--- src/rtl/bpdt_pkg.sv ---
// Package for the bucketed pattern dedup table: sizes, register indexes, request codes.
// No dependencies.
package bpdt_pkg;
	localparam int MAX_SAMPLES   = 256;
	localparam int BUCKET_DEPTH  = 8;
	localparam int PATTERN_WORDS = 4;
	localparam int PAT_W         = 64 * PATTERN_WORDS;
	localparam int KEY_W         = $clog2(MAX_SAMPLES);
	localparam int POS_W         = $clog2(BUCKET_DEPTH);
	localparam int FILL_W        = $clog2(BUCKET_DEPTH + 1);
	localparam int ADDR_W        = KEY_W + POS_W;
	localparam int CFG_IDX_W     = 2;
	localparam int CFG_DATA_W    = 9;

	localparam logic [CFG_IDX_W-1:0] REG_SAMPLES = 2'd0;
	localparam logic [CFG_IDX_W-1:0] REG_EPB     = 2'd1;
	localparam logic [CFG_IDX_W-1:0] REG_WORDS   = 2'd2;

	localparam logic OP_LOOKUP = 1'b0;
	localparam logic OP_CLEAR  = 1'b1;

	typedef struct packed {
		logic        opcode;
		logic [7:0]  bucket_key;
		logic [63:0] word_0;
		logic [63:0] word_1;
		logic [63:0] word_2;
		logic [63:0] word_3;
	} req_t;

	typedef struct packed {
		logic        matched;
		logic [10:0] slot_index;
		logic        bucket_now_full;
		logic        overflow;
	} rsp_t;

	typedef struct packed {
		logic [CFG_IDX_W-1:0]  index;
		logic [CFG_DATA_W-1:0] data;
	} cfg_t;

	// memory port request from the controller
	typedef struct packed {
		logic              rd_en;
		logic [ADDR_W-1:0] rd_addr;
		logic              wr_en;
		logic [ADDR_W-1:0] wr_addr;
		logic [PAT_W-1:0]  wr_data;
	} mem_req_t;
endpackage

--- src/rtl/bpdt_fill_ram.sv ---
// Bucket fill counts: memory with read-modify-write and an epoch tag per entry,
// so a clear flips the epoch instead of rewriting entries. Depends on bpdt_pkg.
module bpdt_fill_ram import bpdt_pkg::*; (
	input  logic              clk,
	input  logic              arst_n,
	input  logic              clear,
	input  logic              rd_en,
	input  logic [KEY_W-1:0]  rd_addr,
	output logic [FILL_W-1:0] rd_fill,
	input  logic              wr_en,
	input  logic [KEY_W-1:0]  wr_addr,
	input  logic [FILL_W-1:0] wr_fill
);
	// entry = {epoch, count}; valid count only when epoch matches
	logic [FILL_W:0] mem [MAX_SAMPLES];
	logic [FILL_W:0] rd_q;
	logic            epoch_q;
	logic [MAX_SAMPLES-1:0] touched_q;

	always_ff @(posedge clk or negedge arst_n) begin
		if (!arst_n) begin
			epoch_q   <= 1'b0;
			touched_q <= '0;
		end else if (clear) begin
			epoch_q   <= ~epoch_q;
			touched_q <= '0;
		end else if (wr_en) begin
			touched_q[wr_addr] <= 1'b1;
		end
	end

	logic valid_q;
	always_ff @(posedge clk) begin
		if (wr_en) mem[wr_addr] <= {epoch_q, wr_fill};
		if (rd_en) begin
			rd_q    <= mem[rd_addr];
			valid_q <= touched_q[rd_addr];
		end
	end

	assign rd_fill = (valid_q && rd_q[FILL_W] == epoch_q) ? rd_q[FILL_W-1:0] : '0;
endmodule

--- config.mk ---
export PLATFORM = sky130hd
export DESIGN_NAME = bpdt_fill_ram
export DESIGN_NICKNAME = d
export VERILOG_FILES = /design/src/rtl/bpdt_pkg.sv /design/src/rtl/bpdt_fill_ram.sv
export SDC_FILE = /design/constraint.sdc
export NUM_CORES = 2
export LEC_CHECK = 0
export BUFFER_PORTS_ARGS = -buffer_cell sky130_fd_sc_hd__buf_2
export CAP_MARGIN = 20
export CELL_PAD_IN_SITES_DETAIL_PLACEMENT = 1
export CELL_PAD_IN_SITES_GLOBAL_PLACEMENT = 2
export CORE_MARGIN = 4
export CORE_UTILIZATION = 49
export CTS_CLUSTER_SIZE = 30
export DETAILED_ROUTE_END_ITERATION = 10
export PLACE_DENSITY = 0.82
export SLEW_MARGIN = 0
export SYNTH_ARGS = -nofsm -noshare
export SYNTH_HDL_FRONTEND = slang
export SYNTH_SLANG_ARGS = --single-unit
--- constraint.sdc ---
create_clock -name clk -period 5.25 [get_ports clk]
set_clock_uncertainty 0.15 [all_clocks]
set_input_delay 0.525 -clock clk [delete_from_list [all_inputs] [get_ports clk]]
set_output_delay 0.525 -clock clk [all_outputs]
set_load 0.005 [all_outputs]
==> results.md <==
* Num CTS Buffers at 156
* Clock-pin slew on the worst setup and hold paths at 0.06 ns
* Commonest non-fill, non-tap cell in the layout: edfxtp_1
* Reg2Reg Depth at 4
* DRT iter0 DRCs at 4000
* Commonest non-fill, non-tap cells in the layout: 1286 x edfxtp_1, 729 x nor2_1, 345 x mux4_2, 256 x dfrtp_1, 158 x clkbuf_16
* CTS tree: built
* Slew @ Worst Pin at 1.14 ns
* Root buffer selected by CTS: clkbuf_16
* Area delta synth->final at 11.0%
* R2r startpoint: mem[190][4]$_DFFE_PP_
* Final ANT Viol Nets at 0
* DR WL met3 at 14500 um
* Initial Util at 49.4%
* Final cell count without fillers at 5255
* Synth Warn # at 0
* Rel. slew slack at 24.2%
* Initial DRT Pass Iterations at 5
* CP Max Fanout at 70
* Vias in the first global route at 35290
* Post-Syn Nets at 3456
* Crit start category: input pin
* Total power at 25.9 mW
* Hold Buf Count CTS at 2
* Highest Clock Rate at 0.289 GHz
* Postcts setup bufs at 0
* Final setup margin at 1.78 ns
* Die H at 361 um
* Required @ worst endpoint at 5.60 ns
* IO Port Bufs at 28
* Dpl cells at 4951
* Core Rows at 129
* Routed met2 length at 82000 um
* Vias at 32956
* Die extent in x at 361 um
* Synth Instances at 3431
* Antenna violations before repair at 9
* HP Class: input pin to register
* Final Hold Vio Count at 0
* WHS at 0.00788 ns
* Syn_area_per_cell at 17.8 um^2
* Largest net degree at the start of global routing at 231
* WL final at 167000 um
* Status: complete, no violations
* Fin crit period at 3.47 ns
* Worst setup EP type: register
* Clk buf depth at 3
* # clock sinks at 1543
* Final period util at 66.0%
* Share of cells above drive strength 1 at 19.8%
* Resize count post-CTS at 0
* Post-Syn Area at 61200 um^2
* WL/cell at 31.8 um
* H-tree depth at 4
* Post-synth EDFFs at 1286
* Max layer used: met5
* Leak at 22.6 nW
* Worst ir drop on vdd at 0.416 mV
* Pwr per Cell Area at 381 nW/um^2
* Hold Path Depth at 1
* Slew Viols, Final at 0
* # setup viols final at 0
* Post-route setup TNS at 0 ns
* Clock latency at the later pin of the worst-skew pair at 0.80 ns
* Place WS at 0.966 ns
* Seq/Total Area, Yosys at 73.6%
* Die area at 131000 um^2
* Hold path start: wr_fill[3]
* Vias/cell at 6.27
* Distinct cells, synth at 61
* #FFs+latches synth at 1543
* Crit Path Category: input pin to register
* Final HPWL DP at 103000 um
* GPL Wtd Cong at 0.868
* Gr ovfl total at 0
* Tot GR Track Use at 25.9%
* Arrival @ worst endpoint at 3.81 ns
* Max_cap viols at 0
* Io pins at 29
* WL met1 at 64600 um
* Core Footprint at 124000 um^2
* First-pass GRT wire length at 246000 um
* Final net count at 3501
* Residual DRC at 0
* Ys async rst share at 16.7%
* Ys flop type: edfxtp_1
* RSZ-0062 raised after global routing: false
* Critical path launch point: rd_addr[0]
==> metrics by stage <==
step / instance area (um^2) / util [%]
2_1_floorplan: 61200 / -
3_3_place_gp: 62900 / 50.8
3_5_place_dp: 62900 / 50.8
4_1_cts: 67800 / 54.8
5_1_grt: 67900 / 54.8
6_report: 67900 / 54.9
==> cells by family (layout without fill, tap and decap cells) <==
group,after synthesis,in the layout,share of synthesized area (%)
compound gates,287,287,3.50
buf+inv,210,389,2.02
simple gates,942,942,6.25
other cells,0,8,0
xor+xnor,2,2,0.0286
mux,447,447,14.6
flops,1543,1543,73.6
==> layout make-up <==
type,count,area [um^2]
Inverter,3,11.3
Multi-Input combinational cell,1678,15000
Tap cell,1637,2050
Sequential cell,1543,45100
Antenna cell,8,20.0
Clock inverter,75,589
Timing Repair Buffer,94,947
Clock buffer,217,4290
Fill cell,10943,55900
==> worst max-delay path, cell delays in order <==
cell      delay [ns]
buf_8           0.66
buf_4           0.48
mux4_2          0.56
mux4_2          0.51
a211oi_1        0.85
o211ai_1        0.14
==> synth_stat cells (9+ instances only) <==
cell,number,area [um^2]
nor3_1,9,45.0
o21ba_2,30,300
nand3_1,50,250
o22ai_1,31,194
a21oi_1,37,185
mux2i_1,94,941
o21ai_0,23,115
a22oi_1,72,541
or3_1,10,62.6
buf_4,17,128
buf_6,24,270
nor2_1,730,2740
clkbuf_1,107,402
o221ai_1,18,158
buf_2,34,170
edfxtp_1,1286,38600
a211oi_1,19,143
nor2b_1,15,93.8
buf_1,11,41.3
nand4_1,20,125
dfrtp_1,257,6430
mux4_2,345,7770
nand2_1,75,282
==> state kept, by name, indices dropped and copies added, names as in the netlist <==
name,count
rd_q,5
epoch_q,1
touched_q,256
valid_q,1
mem,1280
==> per-layer routing <==
layer  vias to the layer above  GRT usage, %
li1                      13539             -
met1                     17634          34.4
met2                      1470          42.0
met3                       307          6.63
met4                         6          9.34
met5                         -             0
==> power by group <==
part | internal [mW] | switching, mW | leakage [nW]
Combinational | 0.410 | 1.11 | 5.08
Sequential | 13.6 | 0.0562 | 15.1
Clock | 5.98 | 4.70 | 2.39
Total | 20.0 | 5.87 | 22.6
==> worst paths after layout <==
path	end	slack [ns]
worst max-delay path	rd_q[4]$_DFFE_PP_	1.78
worst min-delay path	mem[187][3]$_DFFE_PP_	0.008
worst max register to register	rd_q[4]$_DFFE_PP_	2.45
worst min register to register	touched_q[210]$_DFFE_PN0P_	0.34
max in group asynchronous	touched_q[99]$_DFFE_PN0P_	3.45
min in group asynchronous	touched_q[32]$_DFFE_PN0P_	0.23
Power figures use the tool's default switching activity.
