File: src/rtl/bpdt_pkg.sv
// Package for the bucketed pattern dedup table: sizes, register indexes, request codes.
// No dependencies.
package bpdt_pkg;
	localparam int MAX_SAMPLES   = 256;
	localparam int BUCKET_DEPTH  = 8;
	localparam int PATTERN_WORDS = 4;
	localparam int PAT_W         = 64 * PATTERN_WORDS;
	localparam int KEY_W         = $clog2(MAX_SAMPLES);
	localparam int POS_W         = $clog2(BUCKET_DEPTH);
	localparam int FILL_W        = $clog2(BUCKET_DEPTH + 1);
	localparam int ADDR_W        = KEY_W + POS_W;
	localparam int CFG_IDX_W     = 2;
	localparam int CFG_DATA_W    = 9;

	localparam logic [CFG_IDX_W-1:0] REG_SAMPLES = 2'd0;
	localparam logic [CFG_IDX_W-1:0] REG_EPB     = 2'd1;
	localparam logic [CFG_IDX_W-1:0] REG_WORDS   = 2'd2;

	localparam logic OP_LOOKUP = 1'b0;
	localparam logic OP_CLEAR  = 1'b1;

	typedef struct packed {
		logic        opcode;
		logic [7:0]  bucket_key;
		logic [63:0] word_0;
		logic [63:0] word_1;
		logic [63:0] word_2;
		logic [63:0] word_3;
	} req_t;

	typedef struct packed {
		logic        matched;
		logic [10:0] slot_index;
		logic        bucket_now_full;
		logic        overflow;
	} rsp_t;

	typedef struct packed {
		logic [CFG_IDX_W-1:0]  index;
		logic [CFG_DATA_W-1:0] data;
	} cfg_t;

	// memory port request from the controller
	typedef struct packed {
		logic              rd_en;
		logic [ADDR_W-1:0] rd_addr;
		logic              wr_en;
		logic [ADDR_W-1:0] wr_addr;
		logic [PAT_W-1:0]  wr_data;
	} mem_req_t;
endpackage

File: src/rtl/bpdt_if.sv
// Valid/ready channel interfaces for requests, results and configuration.
// Depends on bpdt_pkg.
interface bpdt_req_if import bpdt_pkg::*; (input logic clk);
	logic valid;
	logic ready;
	req_t data;
	modport source (output valid, output data, input ready);
	modport sink (input valid, input data, output ready);
endinterface

interface bpdt_rsp_if import bpdt_pkg::*; (input logic clk);
	logic valid;
	logic ready;
	rsp_t data;
	modport source (output valid, output data, input ready);
	modport sink (input valid, input data, output ready);
endinterface

interface bpdt_cfg_if import bpdt_pkg::*; (input logic clk);
	logic valid;
	logic ready;
	cfg_t data;
	modport source (output valid, output data, input ready);
	modport sink (input valid, input data, output ready);
endinterface

File: src/rtl/bpdt_ctrl.sv
// Lookup sequencer: reads fills, scans main then mirror bucket one entry per
// cycle, appends on a miss if the bucket has room. Depends on bpdt_pkg, bpdt_if.
module bpdt_ctrl import bpdt_pkg::*; (
	input  logic              clk,
	input  logic              arst_n,
	bpdt_req_if.sink          req,
	bpdt_rsp_if.source        rsp,
	bpdt_cfg_if.sink          cfg,
	output mem_req_t          mem,
	input  logic [PAT_W-1:0]  pat_rd,
	output logic              fill_clear,
	output logic              fill_rd_en,
	output logic [KEY_W-1:0]  fill_rd_addr,
	input  logic [FILL_W-1:0] fill_rd,
	output logic              fill_wr_en,
	output logic [KEY_W-1:0]  fill_wr_addr,
	output logic [FILL_W-1:0] fill_wr
);
	typedef enum logic [2:0] {
		ST_IDLE, ST_FILL_M, ST_FILL_R, ST_SCAN_M, ST_SCAN_R, ST_RESP
	} state_t;

	state_t state_q;
	logic [8:0]        samples_q;
	logic [3:0]        epb_q;
	logic [2:0]        words_q;
	logic [7:0]        key_q;
	logic [7:0]        mirror_q;
	logic [PAT_W-1:0]  pat_q;
	logic [PAT_W-1:0]  mask_q;
	logic [PAT_W-1:0]  wmask_q;
	logic [FILL_W-1:0] fill_q;
	logic [FILL_W-1:0] mused_q;
	logic [POS_W:0]    pos_q;
	logic              mir_phase_q;
	logic              chk_q;
	logic [POS_W-1:0]  chk_pos_q;
	rsp_t              rsp_q;
	logic              rsp_valid_q;

	// saturated registers
	logic [FILL_W-1:0] epb;
	logic [2:0]        nw;
	always_comb begin
		epb = (epb_q == 4'd0) ? FILL_W'(1) :
		      (epb_q > 4'(BUCKET_DEPTH)) ? FILL_W'(BUCKET_DEPTH) : FILL_W'(epb_q);
		nw  = (words_q == 3'd0) ? 3'd1 :
		      (words_q > 3'(PATTERN_WORDS)) ? 3'(PATTERN_WORDS) : words_q;
	end

	logic [8:0] limit;
	assign limit = (samples_q < {nw, 6'd0}) ? samples_q : {nw, 6'd0};

	assign cfg.ready = (state_q == ST_IDLE);
	assign req.ready = (state_q == ST_IDLE) && !rsp_valid_q;
	assign rsp.valid = rsp_valid_q;
	assign rsp.data  = rsp_q;

	logic [FILL_W-1:0] used;
	assign used = (fill_q < epb) ? fill_q : epb;
	logic [FILL_W-1:0] fm_used;
	assign fm_used = (fill_rd < epb) ? fill_rd : epb;

	// compare on registered memory data
	logic hit_exact, hit_comp;
	assign hit_exact = ((pat_rd ^ pat_q) & wmask_q) == '0;
	assign hit_comp  = ((pat_rd ^ ~pat_q) & mask_q) == '0;

	logic [10:0] slot_base;
	logic [7:0]  bk;
	assign bk = mir_phase_q ? mirror_q : key_q;
	assign slot_base = 11'(bk - 8'd1) * 11'(epb);

	logic [FILL_W-1:0] limit_cur;
	assign limit_cur = mir_phase_q ? mused_q : used;

	logic do_write;
	assign do_write = (state_q == ST_RESP) && !rsp_q.matched && !rsp_q.overflow;

	always_comb begin
		mem = '0;
		mem.rd_en   = (state_q == ST_SCAN_M || state_q == ST_SCAN_R) &&
		              (pos_q < (POS_W+1)'(limit_cur));
		mem.rd_addr = {bk, pos_q[POS_W-1:0]};
		mem.wr_en   = do_write;
		mem.wr_addr = {key_q, fill_q[POS_W-1:0]};
		mem.wr_data = pat_q & wmask_q;
		fill_rd_en   = (state_q == ST_IDLE && req.valid && req.ready) ||
		               state_q == ST_FILL_M;
		fill_rd_addr = (state_q == ST_IDLE) ? req.data.bucket_key : mirror_q;
		fill_clear   = req.valid && req.ready && req.data.opcode == OP_CLEAR;
		fill_wr_en   = do_write;
		fill_wr_addr = key_q;
		fill_wr      = fill_q + FILL_W'(1);
	end

	logic [PAT_W-1:0] lmask;
	always_comb begin
		for (int i = 0; i < PAT_W; i++) lmask[i] = (i < limit);
	end

	always_ff @(posedge clk or negedge arst_n) begin
		if (!arst_n) begin
			state_q     <= ST_IDLE;
			rsp_valid_q <= 1'b0;
			samples_q   <= 9'd256;
			epb_q       <= 4'd8;
			words_q     <= 3'd4;
			chk_q       <= 1'b0;
		end else begin
			if (rsp_valid_q && rsp.ready) rsp_valid_q <= 1'b0;
			if (cfg.valid && cfg.ready) begin
				case (cfg.data.index)
					REG_SAMPLES: samples_q <= cfg.data.data;
					REG_EPB:     epb_q     <= cfg.data.data[3:0];
					REG_WORDS:   words_q   <= cfg.data.data[2:0];
					default: ;
				endcase
			end
			chk_q <= mem.rd_en;
			chk_pos_q <= pos_q[POS_W-1:0];
			case (state_q)
				ST_IDLE: if (req.valid && req.ready) begin
					key_q  <= req.data.bucket_key;
					pat_q  <= {req.data.word_3, req.data.word_2, req.data.word_1,
					           req.data.word_0};
					mirror_q <= 8'(samples_q - {1'b0, req.data.bucket_key});
					rsp_q  <= '0;
					if (req.data.opcode == OP_CLEAR) begin
						rsp_valid_q <= 1'b1;
					end else if (req.data.bucket_key == 8'd0 ||
					             {1'b0, req.data.bucket_key} >= samples_q ||
					             (samples_q - {1'b0, req.data.bucket_key}) > 9'd255) begin
						rsp_q.overflow <= 1'b1;
						rsp_valid_q    <= 1'b1;
					end else begin
						state_q <= ST_FILL_M;
					end
				end
				ST_FILL_M: begin
					fill_q <= fill_rd;
					for (int w = 0; w < PATTERN_WORDS; w++)
						wmask_q[w*64 +: 64] <= (w < nw) ? '1 : '0;
					mask_q <= lmask;
					state_q <= ST_FILL_R;
				end
				ST_FILL_R: begin
					mused_q     <= fm_used;
					pos_q       <= '0;
					mir_phase_q <= 1'b0;
					state_q     <= ST_SCAN_M;
				end
				ST_SCAN_M, ST_SCAN_R: begin
					if (chk_q && (mir_phase_q ? hit_comp : hit_exact)) begin
						rsp_q.matched    <= 1'b1;
						rsp_q.slot_index <= slot_base + 11'(chk_pos_q);
						rsp_q.bucket_now_full <= (fill_q >= epb);
						state_q <= ST_RESP;
					end else if (!mem.rd_en && !chk_q) begin
						if (!mir_phase_q) begin
							mir_phase_q <= 1'b1;
							pos_q   <= '0;
							state_q <= ST_SCAN_R;
						end else begin
							state_q <= ST_RESP;
							if (fill_q >= epb) begin
								rsp_q.bucket_now_full <= 1'b1;
								rsp_q.overflow        <= 1'b1;
							end else begin
								rsp_q.slot_index <= 11'(key_q - 8'd1) * 11'(epb) +
								                    11'(fill_q);
								rsp_q.bucket_now_full <= (fill_q + FILL_W'(1) == epb);
							end
						end
					end else if (mem.rd_en) begin
						pos_q <= pos_q + (POS_W+1)'(1);
					end
				end
				ST_RESP: begin
					rsp_valid_q <= 1'b1;
					state_q     <= ST_IDLE;
				end
				default: state_q <= ST_IDLE;
			endcase
		end
	end
endmodule

File: src/flat_wrapper.sv
// flat-port wrapper written by rule: the top's interface ports become plain ports
module bpdt_ctrl_flat import bpdt_pkg::*;
  (clk, arst_n, mem, pat_rd, fill_clear, fill_rd_en, fill_rd_addr, fill_rd, fill_wr_en, fill_wr_addr, fill_wr, req_valid, req_data, req_ready, rsp_valid, rsp_data, rsp_ready, cfg_valid, cfg_data, cfg_ready);
  bpdt_req_if req_i (.clk(clk));
  bpdt_rsp_if rsp_i (.clk(clk));
  bpdt_cfg_if cfg_i (.clk(clk));
  input  logic clk;
  input  logic arst_n;
  output mem_req_t mem;
  input  logic [PAT_W-1:0] pat_rd;
  output logic fill_clear;
  output logic fill_rd_en;
  output logic [KEY_W-1:0] fill_rd_addr;
  input  logic [FILL_W-1:0] fill_rd;
  output logic fill_wr_en;
  output logic [KEY_W-1:0] fill_wr_addr;
  output logic [FILL_W-1:0] fill_wr;
  input wire logic [$bits(req_i.valid)-1:0] req_valid;
  input wire logic [$bits(req_i.data)-1:0] req_data;
  output wire logic [$bits(req_i.ready)-1:0] req_ready;
  output wire logic [$bits(rsp_i.valid)-1:0] rsp_valid;
  output wire logic [$bits(rsp_i.data)-1:0] rsp_data;
  input wire logic [$bits(rsp_i.ready)-1:0] rsp_ready;
  input wire logic [$bits(cfg_i.valid)-1:0] cfg_valid;
  input wire logic [$bits(cfg_i.data)-1:0] cfg_data;
  output wire logic [$bits(cfg_i.ready)-1:0] cfg_ready;
  assign req_i.valid = req_valid;
  assign req_i.data = req_data;
  assign req_ready = req_i.ready;
  assign rsp_valid = rsp_i.valid;
  assign rsp_data = rsp_i.data;
  assign rsp_i.ready = rsp_ready;
  assign cfg_i.valid = cfg_valid;
  assign cfg_i.data = cfg_data;
  assign cfg_ready = cfg_i.ready;
  bpdt_ctrl u_core (.clk(clk), .arst_n(arst_n), .req(req_i), .rsp(rsp_i), .cfg(cfg_i), .mem(mem), .pat_rd(pat_rd), .fill_clear(fill_clear), .fill_rd_en(fill_rd_en), .fill_rd_addr(fill_rd_addr), .fill_rd(fill_rd), .fill_wr_en(fill_wr_en), .fill_wr_addr(fill_wr_addr), .fill_wr(fill_wr));
endmodule
File: config.mk
export PLATFORM = sky130hd
export DESIGN_NAME = bpdt_ctrl_flat
export DESIGN_NICKNAME = d
export VERILOG_FILES = /design/src/rtl/bpdt_pkg.sv /design/src/rtl/bpdt_if.sv /design/src/rtl/bpdt_ctrl.sv /design/src/flat_wrapper.sv
export SDC_FILE = /design/constraint.sdc
export NUM_CORES = 1
export LEC_CHECK = 0
export ABC_AREA = 1
export BUFFER_PORTS_ARGS = -buffer_cell sky130_fd_sc_hd__buf_2
export CAP_MARGIN = 20
export CORE_AREA = 5 5 333 335
export DETAILED_ROUTE_END_ITERATION = 10
export DIE_AREA = 0 0 338 340
export SETUP_SLACK_MARGIN = 0.1
export SLEW_MARGIN = 20
export SYNTH_ARGS = -nofsm -noshare
export SYNTH_HDL_FRONTEND = slang
export SYNTH_SLANG_ARGS = --single-unit
File: constraint.sdc
create_clock -name clk -period 14.4 [get_ports clk]
set_input_delay 1.44 -clock clk [delete_from_list [all_inputs] [get_ports clk]]
set_output_delay 1.44 -clock clk [all_outputs]
set_load 0.05 [all_outputs]
==> flow_metrics.tcl, run 1 <==
set metrics [dict create \
    status "completed" \
    cts_hold_buf 0 \
    skew_ns 0.0407 \
    wl_per_cell_um 23.9 \
    port_buffers 860 \
    grt_antenna_before_repair 44 \
    grt.overflow.total 0 \
    min_period_over_period_pct 39.4 \
    required_ns 12.96 \
    numCtsBuffers 75 \
    gp_congestion 0.954 \
    cp_data_arrival_time_ns 4.24 \
    syn_area_sq_um 34500 \
    grt_pass1_vias 30580 \
    min_path_type "register to register" \
    timing.fmax_mhz 176 \
    dr_total_vias 31485 \
    cts_tree "done" \
    drc 0 \
    syn_nets 4861 \
    syn_inst 4221 \
    ys_types 50 \
    worst_setup_path_start_kind "register" \
    rsz0062_at_grt "no" \
    synth_area_leaders "edfxtp_1, nand2_1, inv_1" \
    stdcell_area_sq_um 42700 \
    report.final.slew_viol_count 0 \
    dieArea_sq_um 115000 \
    cp-end-kind "output port" \
    cellPowerDensity_nw_per_um2 219 \
    dieWidth_um 338 \
    drive_gt1_share_pct 22.0 \
    track_usage_pct 26.3 \
    clock_sinks 583 \
    start_util_pct 32.0 \
    avgSynthCellArea_sq_um 8.17 \
    die_height_um 340 \
    leakage_uw 0.0219 \
    insertion_delay_ns 0.66 \
    dp_hpwl_mm 125 \
    clockBufferDepth 3 \
    irDropWorstVdd_mv 0.209 \
    post-route-min-period_ns 5.68 \
    placed_area_sq_um 40200 \
    fp-row-count 121 \
    worstPathMaxFanout 21 \
    grt_pass1_wl_mm 216 \
    ios 861 \
    wl_mm 157 \
    ys_seq_area_share_pct 50.5 \
    cts_root_buf "clkbuf_16" \
    clkTransAtPathRegs_ns 0.06 \
    maxCapViolCount 0 \
    drtPass1Iterations 7 \
    syn_to_final_growth_pct 23.7 \
    viasPerCell 4.80 \
    yosysTopAreaCell "edfxtp_1" \
    ant_nets 0 \
    cts_setup_buffers 0 \
    setup_viol 0 \
    h-tree-depth 3 \
    synth.top_cell.area_share_pct 48.9 \
    tightest_slew_ns 1.13 \
    fin_tns_setup_ns 0 \
    worstSetupPathType "register to output port" \
    grt_max_degree 174 \
    drtIter0Drc 2926 \
    core_sq_um 108000 \
    post_cts_resize_count 0 \
    ys_ff_latch 583 \
    final_net_count 5700 \
    slew_headroom_pct 25.0 \
    hold_viol 0 \
    yosysWarnings 0 \
]
[path summary, 6_finish.rpt]
| path | startpoint | end | slack (ns) | cells past startpoint |
|---|---|---|---|---|
| worst max-delay path | u_core.epb_q[3] | mem[279] | 8.72 | 16 |
| worst min-delay path | u_core.epb_q[0] | u_core.epb_q[0] | 0.52 | 1 |
| worst max register to register | u_core.mir_phase_q | u_core.rsp.data[11] | 8.93 | 23 |
| worst min register to register | u_core.epb_q[0] | u_core.epb_q[0] | 0.52 | 1 |
| max in group asynchronous | arst_n | u_core.chk_q | 13.03 | 1 |
| min in group asynchronous | arst_n | u_core.rsp.valid | 0.88 | 1 |
[area by class of cell]
cell class | instances | area [sq um]
fill | 11154 | 65100
sequential | 583 | 17400
multi-input combinational | 2728 | 13500
timing repair buffer | 888 | 4540
inverter | 784 | 2950
clock buffer | 91 | 1960
tap | 1414 | 1770
clock inverter | 45 | 479
antenna | 22 | 55.1
[layer usage]
layer	wire [um]	vias up	track usage [%]
met4	6210	14	9.33
met1	62300	14818	32.5
met2	76000	1386	45.3
met3	12300	265	5.51
met5	101	-	0
li1	-	15002	-
[state kept, by name, summed over array words and instances, names as in the netlist]
register	cells
u_core.chk_pos_q	3
u_core.chk_q	1
u_core.epb_q	4
u_core.fill_q	4
u_core.fill_wr_addr	8
u_core.mask_q	256
u_core.mir_phase_q	1
u_core.mirror_q	8
u_core.mused_q	4
u_core.pat_q	256
u_core.pos_q	4
u_core.rsp.data	14
u_core.rsp.valid	1
u_core.samples_q	9
u_core.state_q	3
u_core.wmask_q	4
u_core.words_q	3
[power by group]
part / switching [uW] / leakage (uW) / internal [uW]
Clock: 808 / 0.00118 / 1120
Sequential: 206 / 0.00532 / 2590
Combinational: 3460 / 0.0154 / 1170
[Yosys cell counts, drive strengths merged]
master and instances:
a21oi 153, dfrtp 18, xor2 89, clkbuf 45
o31ai 6, nor4 6, a211oi 4, o311ai 2
o21a 4, inv 784, nand3b 5, nand2 1472
nand2b 5, a21boi 13, o21ai 146, o211ai 8
nand4 57, o21bai 1, or2 62, nor3 14
ha 65, dfstp 3, fa 34, nand3 224
edfxtp 562, mux2 2, buf 81, nor2 294
conb 1, a31oi 14, xnor2 47
[stage by stage]
| step | instances | hold WS, ns | util [%] | total power, uW | setup slack (ns) |
|---|---|---|---|---|---|
| floorplan | 4221 | 0.482 | - | 5780 | 0.264 |
| global placement | 6397 | 0.497 | 37.3 | 7350 | 8.98 |
| detailed placement | 6397 | 0.504 | 37.3 | 7390 | 8.93 |
| CTS | 6533 | 0.516 | 39.5 | 9350 | 8.71 |
| global route | 6548 | 0.526 | 39.6 | 9850 | 8.38 |
| finish | 6555 | 0.517 | 39.6 | 9340 | 8.72 |
[worst max-delay path: stages (launching register included)]
cell and delay (ns):
dfstp_2 0.66, nor2_1 0.16, inv_1 0.65, ha_1 0.39, inv_1 0.06, nor2_1 0.03
o21ai_0 0.15, nand2_1 0.12, inv_1 0.12, o21ai_0 0.09, a21oi_1 0.16, a21oi_1 0.06
ha_1 0.22, a211oi_1 0.20, nand2_1 0.10, inv_1 0.11, buf_2 0.30
[cell usage in the layout, fill, tap and decap left out, types with 26 or more instances in the layout]
cell,count
nor2_1,268
o21ai_0,122
inv_1,766
nand2_1,1465
ha_1,65
xor2_1,89
clkbuf_16,76
edfxtp_1,562
nand4_1,57
xnor2_1,47
or2_2,60
buf_4,26
nand3_1,224
a21oi_1,149
buf_2,860
fa_1,34
[cells by family after synthesis]
kind of cell	Yosys count	synth area share [%]
multiplexers	2	0.0653
AO/OA/AOI/OAI	351	5.56
other	1	0.0109
AND/OR/NAND/NOR	2139	25.7
flip-flops	583	50.5
adder cells (fa/ha/maj)	99	4.33
buffers and inverters	910	10.4
XOR/XNOR	136	3.45
Power figures use the tool's default switching activity.
==> run 2: changes to the inputs <==
--- a/config.mk
+++ b/config.mk
@@ -8,9 +8,9 @@
 export ABC_AREA = 1
 export BUFFER_PORTS_ARGS = -buffer_cell sky130_fd_sc_hd__buf_2
 export CAP_MARGIN = 20
-export CORE_AREA = 5 5 333 335
+export CORE_AREA = 5 5 336 338
 export DETAILED_ROUTE_END_ITERATION = 10
-export DIE_AREA = 0 0 338 340
+export DIE_AREA = 0 0 341 343
 export SETUP_SLACK_MARGIN = 0.1
 export SLEW_MARGIN = 20
 export SYNTH_ARGS = -nofsm -noshare
==> constraint.sdc (replaced) <==
create_clock -name clk -period 5.45 [get_ports clk]
set_input_delay 0.545 -clock clk [delete_from_list [all_inputs] [get_ports clk]]
set_output_delay 0.545 -clock clk [all_outputs]
set_load 0.05 [all_outputs]
==> run 2 against run 1 <==
Routed wire length shrank 0.44%; global-route usage shrank 0.59 points; clock power grew to 2.6 times the previous value; die area grew 1.8%; non-clock buffer count grew 17; register-to-register slack lost 8.3 ns; critical path depth grew 6; critical endpoint is now u_core.rsp.data[11].
==> flow_metrics.tcl, run 2 (synthesis gave the netlist of run 1 again) <==
set metrics [dict create \
    status "completed" \
    stdcell_area_sq_um 43000 \
    drtIter0Drc 2686 \
    core_sq_um 110000 \
    post-route-min-period_ns 4.85 \
    numCtsBuffers 75 \
    leakage_uw 0.0220 \
    dieArea_sq_um 117000 \
    cts_tree "done" \
    fp-row-count 122 \
    grt_pass1_vias 30664 \
    placed_area_sq_um 40400 \
    fin_util_pct 39.2 \
    whs_ns 0.0524 \
    gp_congestion 0.924 \
    cts_root_buf "clkbuf_16" \
    drtPass1Iterations 6 \
    clkTransAtPathRegs_ns 0.06 \
    start_util_pct 31.4 \
    p_sw_share_pct 47.8 \
    cp_data_arrival_time_ns 5.24 \
    die_height_um 343 \
    clockBufferDepth 3 \
    grt.overflow.total 0 \
    final_net_count 5717 \
    irDropWorstVdd_mv 0.438 \
    rsz0062_at_grt "no" \
    combPwrFrac_pct 49.8 \
    worst_setup_path_start_kind "register" \
    fin_ws_ns 0.598 \
    seqCellArea_sq_um 17400 \
    required_ns 5.83 \
    clock_sinks 583 \
    wl_mm 156 \
    multi_input_area_sq_um 13600 \
    dp_slack_ns 0.440 \
    insertion_delay_ns 0.67 \
    worstSetupPathType "register to register" \
    final_cell_mix "nand2_1, buf_2, inv_1" \
    critPathLaunch "u_core.mir_phase_q" \
    p_switching_uw 11900 \
    grt_pass1_wl_mm 216 \
    slew_headroom_pct 23.8 \
    skew_ns 0.0378 \
    grt_antenna_before_repair 40 \
    port_buffers 860 \
    grt_max_degree 129 \
    wl_per_cell_um 23.7 \
    ios 861 \
    hold_viol 0 \
    dp_hpwl_mm 125 \
    clkPwrFrac_pct 20.5 \
    p_int_uw 13000 \
    drive_gt1_share_pct 22.4 \
    tightest_slew_ns 1.14 \
    cp-end-kind "register" \
    report.final.slew_viol_count 0 \
    setup_viol 0 \
    worstPathMaxFanout 10 \
    cts_setup_buffers 0 \
    worstReg2RegStart "u_core.mir_phase_q" \
    maxCapViolCount 0 \
    timing.fmax_mhz 206 \
    drc 0 \
    h-tree-depth 3 \
    track_usage_pct 25.7 \
    dieWidth_um 341 \
    min_path_type "input pin to register" \
    min_period_over_period_pct 89.0 \
    final_common_cell "nand2_1" \
    ant_nets 0 \
    syn_to_final_growth_pct 24.6 \
    cellPowerDensity_nw_per_um2 577 \
    viasPerCell 4.80 \
    seqPwrFrac_pct 29.7 \
    num-fill-cells 11328 \
    dr_total_vias 31607 \
    min_from "req_data[193]" \
]
-- run 2: cell count changes in the layout (fill, tap and decap cells not counted), moves of 3 or more --
cell / change
buf_12: +7
clkbuf_1: -3
buf_4: +9
o21ai_2: +3
-- run 2: power by group through the flow --
stage / Combinational [uW] / Sequential (uW) / Clock [uW]
6_report: 12400 / 7370 / 5090
5_1_grt: 13400 / 7430 / 5360
4_1_cts: 12300 / 7370 / 5180
3_5_place_dp: 12200 / 7450 / 0
3_3_place_gp: 12100 / 7440 / 0
2_1_floorplan: 7760 / 7360 / 0
-- run 2: area by class of cell --
type / count / share of cell area (%)
sequential: 583 / 40.5
multi-input combinational: 2728 / 31.5
timing repair buffer: 905 / 11.1
inverter: 784 / 6.86
clock buffer: 91 / 4.65
tap: 1426 / 4.15
clock inverter: 45 / 1.13
antenna: 21 / 0.122
-- run 2: per-stage QoR --
step                      setup TNS (ns)  power (uW)  std cells
after CTS                              0       24800       6562
after floorplan                   -83.33       15100       4221
final                                  0       24800       6583
after global placement                 0       19600       6425
after detailed placement               0       19600       6425
after global routing                   0       26200       6573
-- run 2: repair_timing --
action | in CTS | in global routing
hold buffers | 1 | 0
hold endpoints to repair | 16 | 0
resized for setup | 0 | 1
endpoints found under the setup margin | 0 | 2
-- run 2: worst paths after layout --
kind | endpoint | slack [ns] | cells after the start
setup / recovery | u_core.rsp.data[11] | 0.60 | 22
setup reg to reg | u_core.rsp.data[11] | 0.60 | 22
hold / removal | u_core.pat_q[1] | 0.05 | 1
max in group asynchronous | u_core.epb_q[1] | 4.40 | 2
hold reg to reg | u_core.epb_q[0] | 0.54 | 1
min in group asynchronous | u_core.rsp.valid | 0.53 | 2
-- run 2: critical path, cell delays in order, from the launching register on --
cell and delay [ns]:
edfxtp_1 0.59, nand2_1 0.13, o21ai_2 0.08, inv_1 0.08, ha_1 0.35, or2_2 0.32
fa_1 0.51, inv_1 0.05, fa_1 0.49, ha_1 0.31, ha_1 0.35, nand2_1 0.09
inv_1 0.05, o21ai_0 0.15, nand2_1 0.08, nand2_1 0.09, nand2_1 0.06, a21oi_1 0.17
inv_1 0.08, a21oi_1 0.13, o21bai_1 0.08, xor2_1 0.22, o21ai_0 0.11
-- run 2: layer usage --
| layer | up-vias | wire length (um) | GRT usage [%] |
|---|---|---|---|
| met4 | 10 | 6740 | 9.23 |
| li1 | 15017 | - | - |
| met3 | 291 | 13000 | 6.20 |
| met2 | 1410 | 76300 | 45.2 |
| met1 | 14879 | 60000 | 30.6 |
| met5 | - | 57 | 0 |
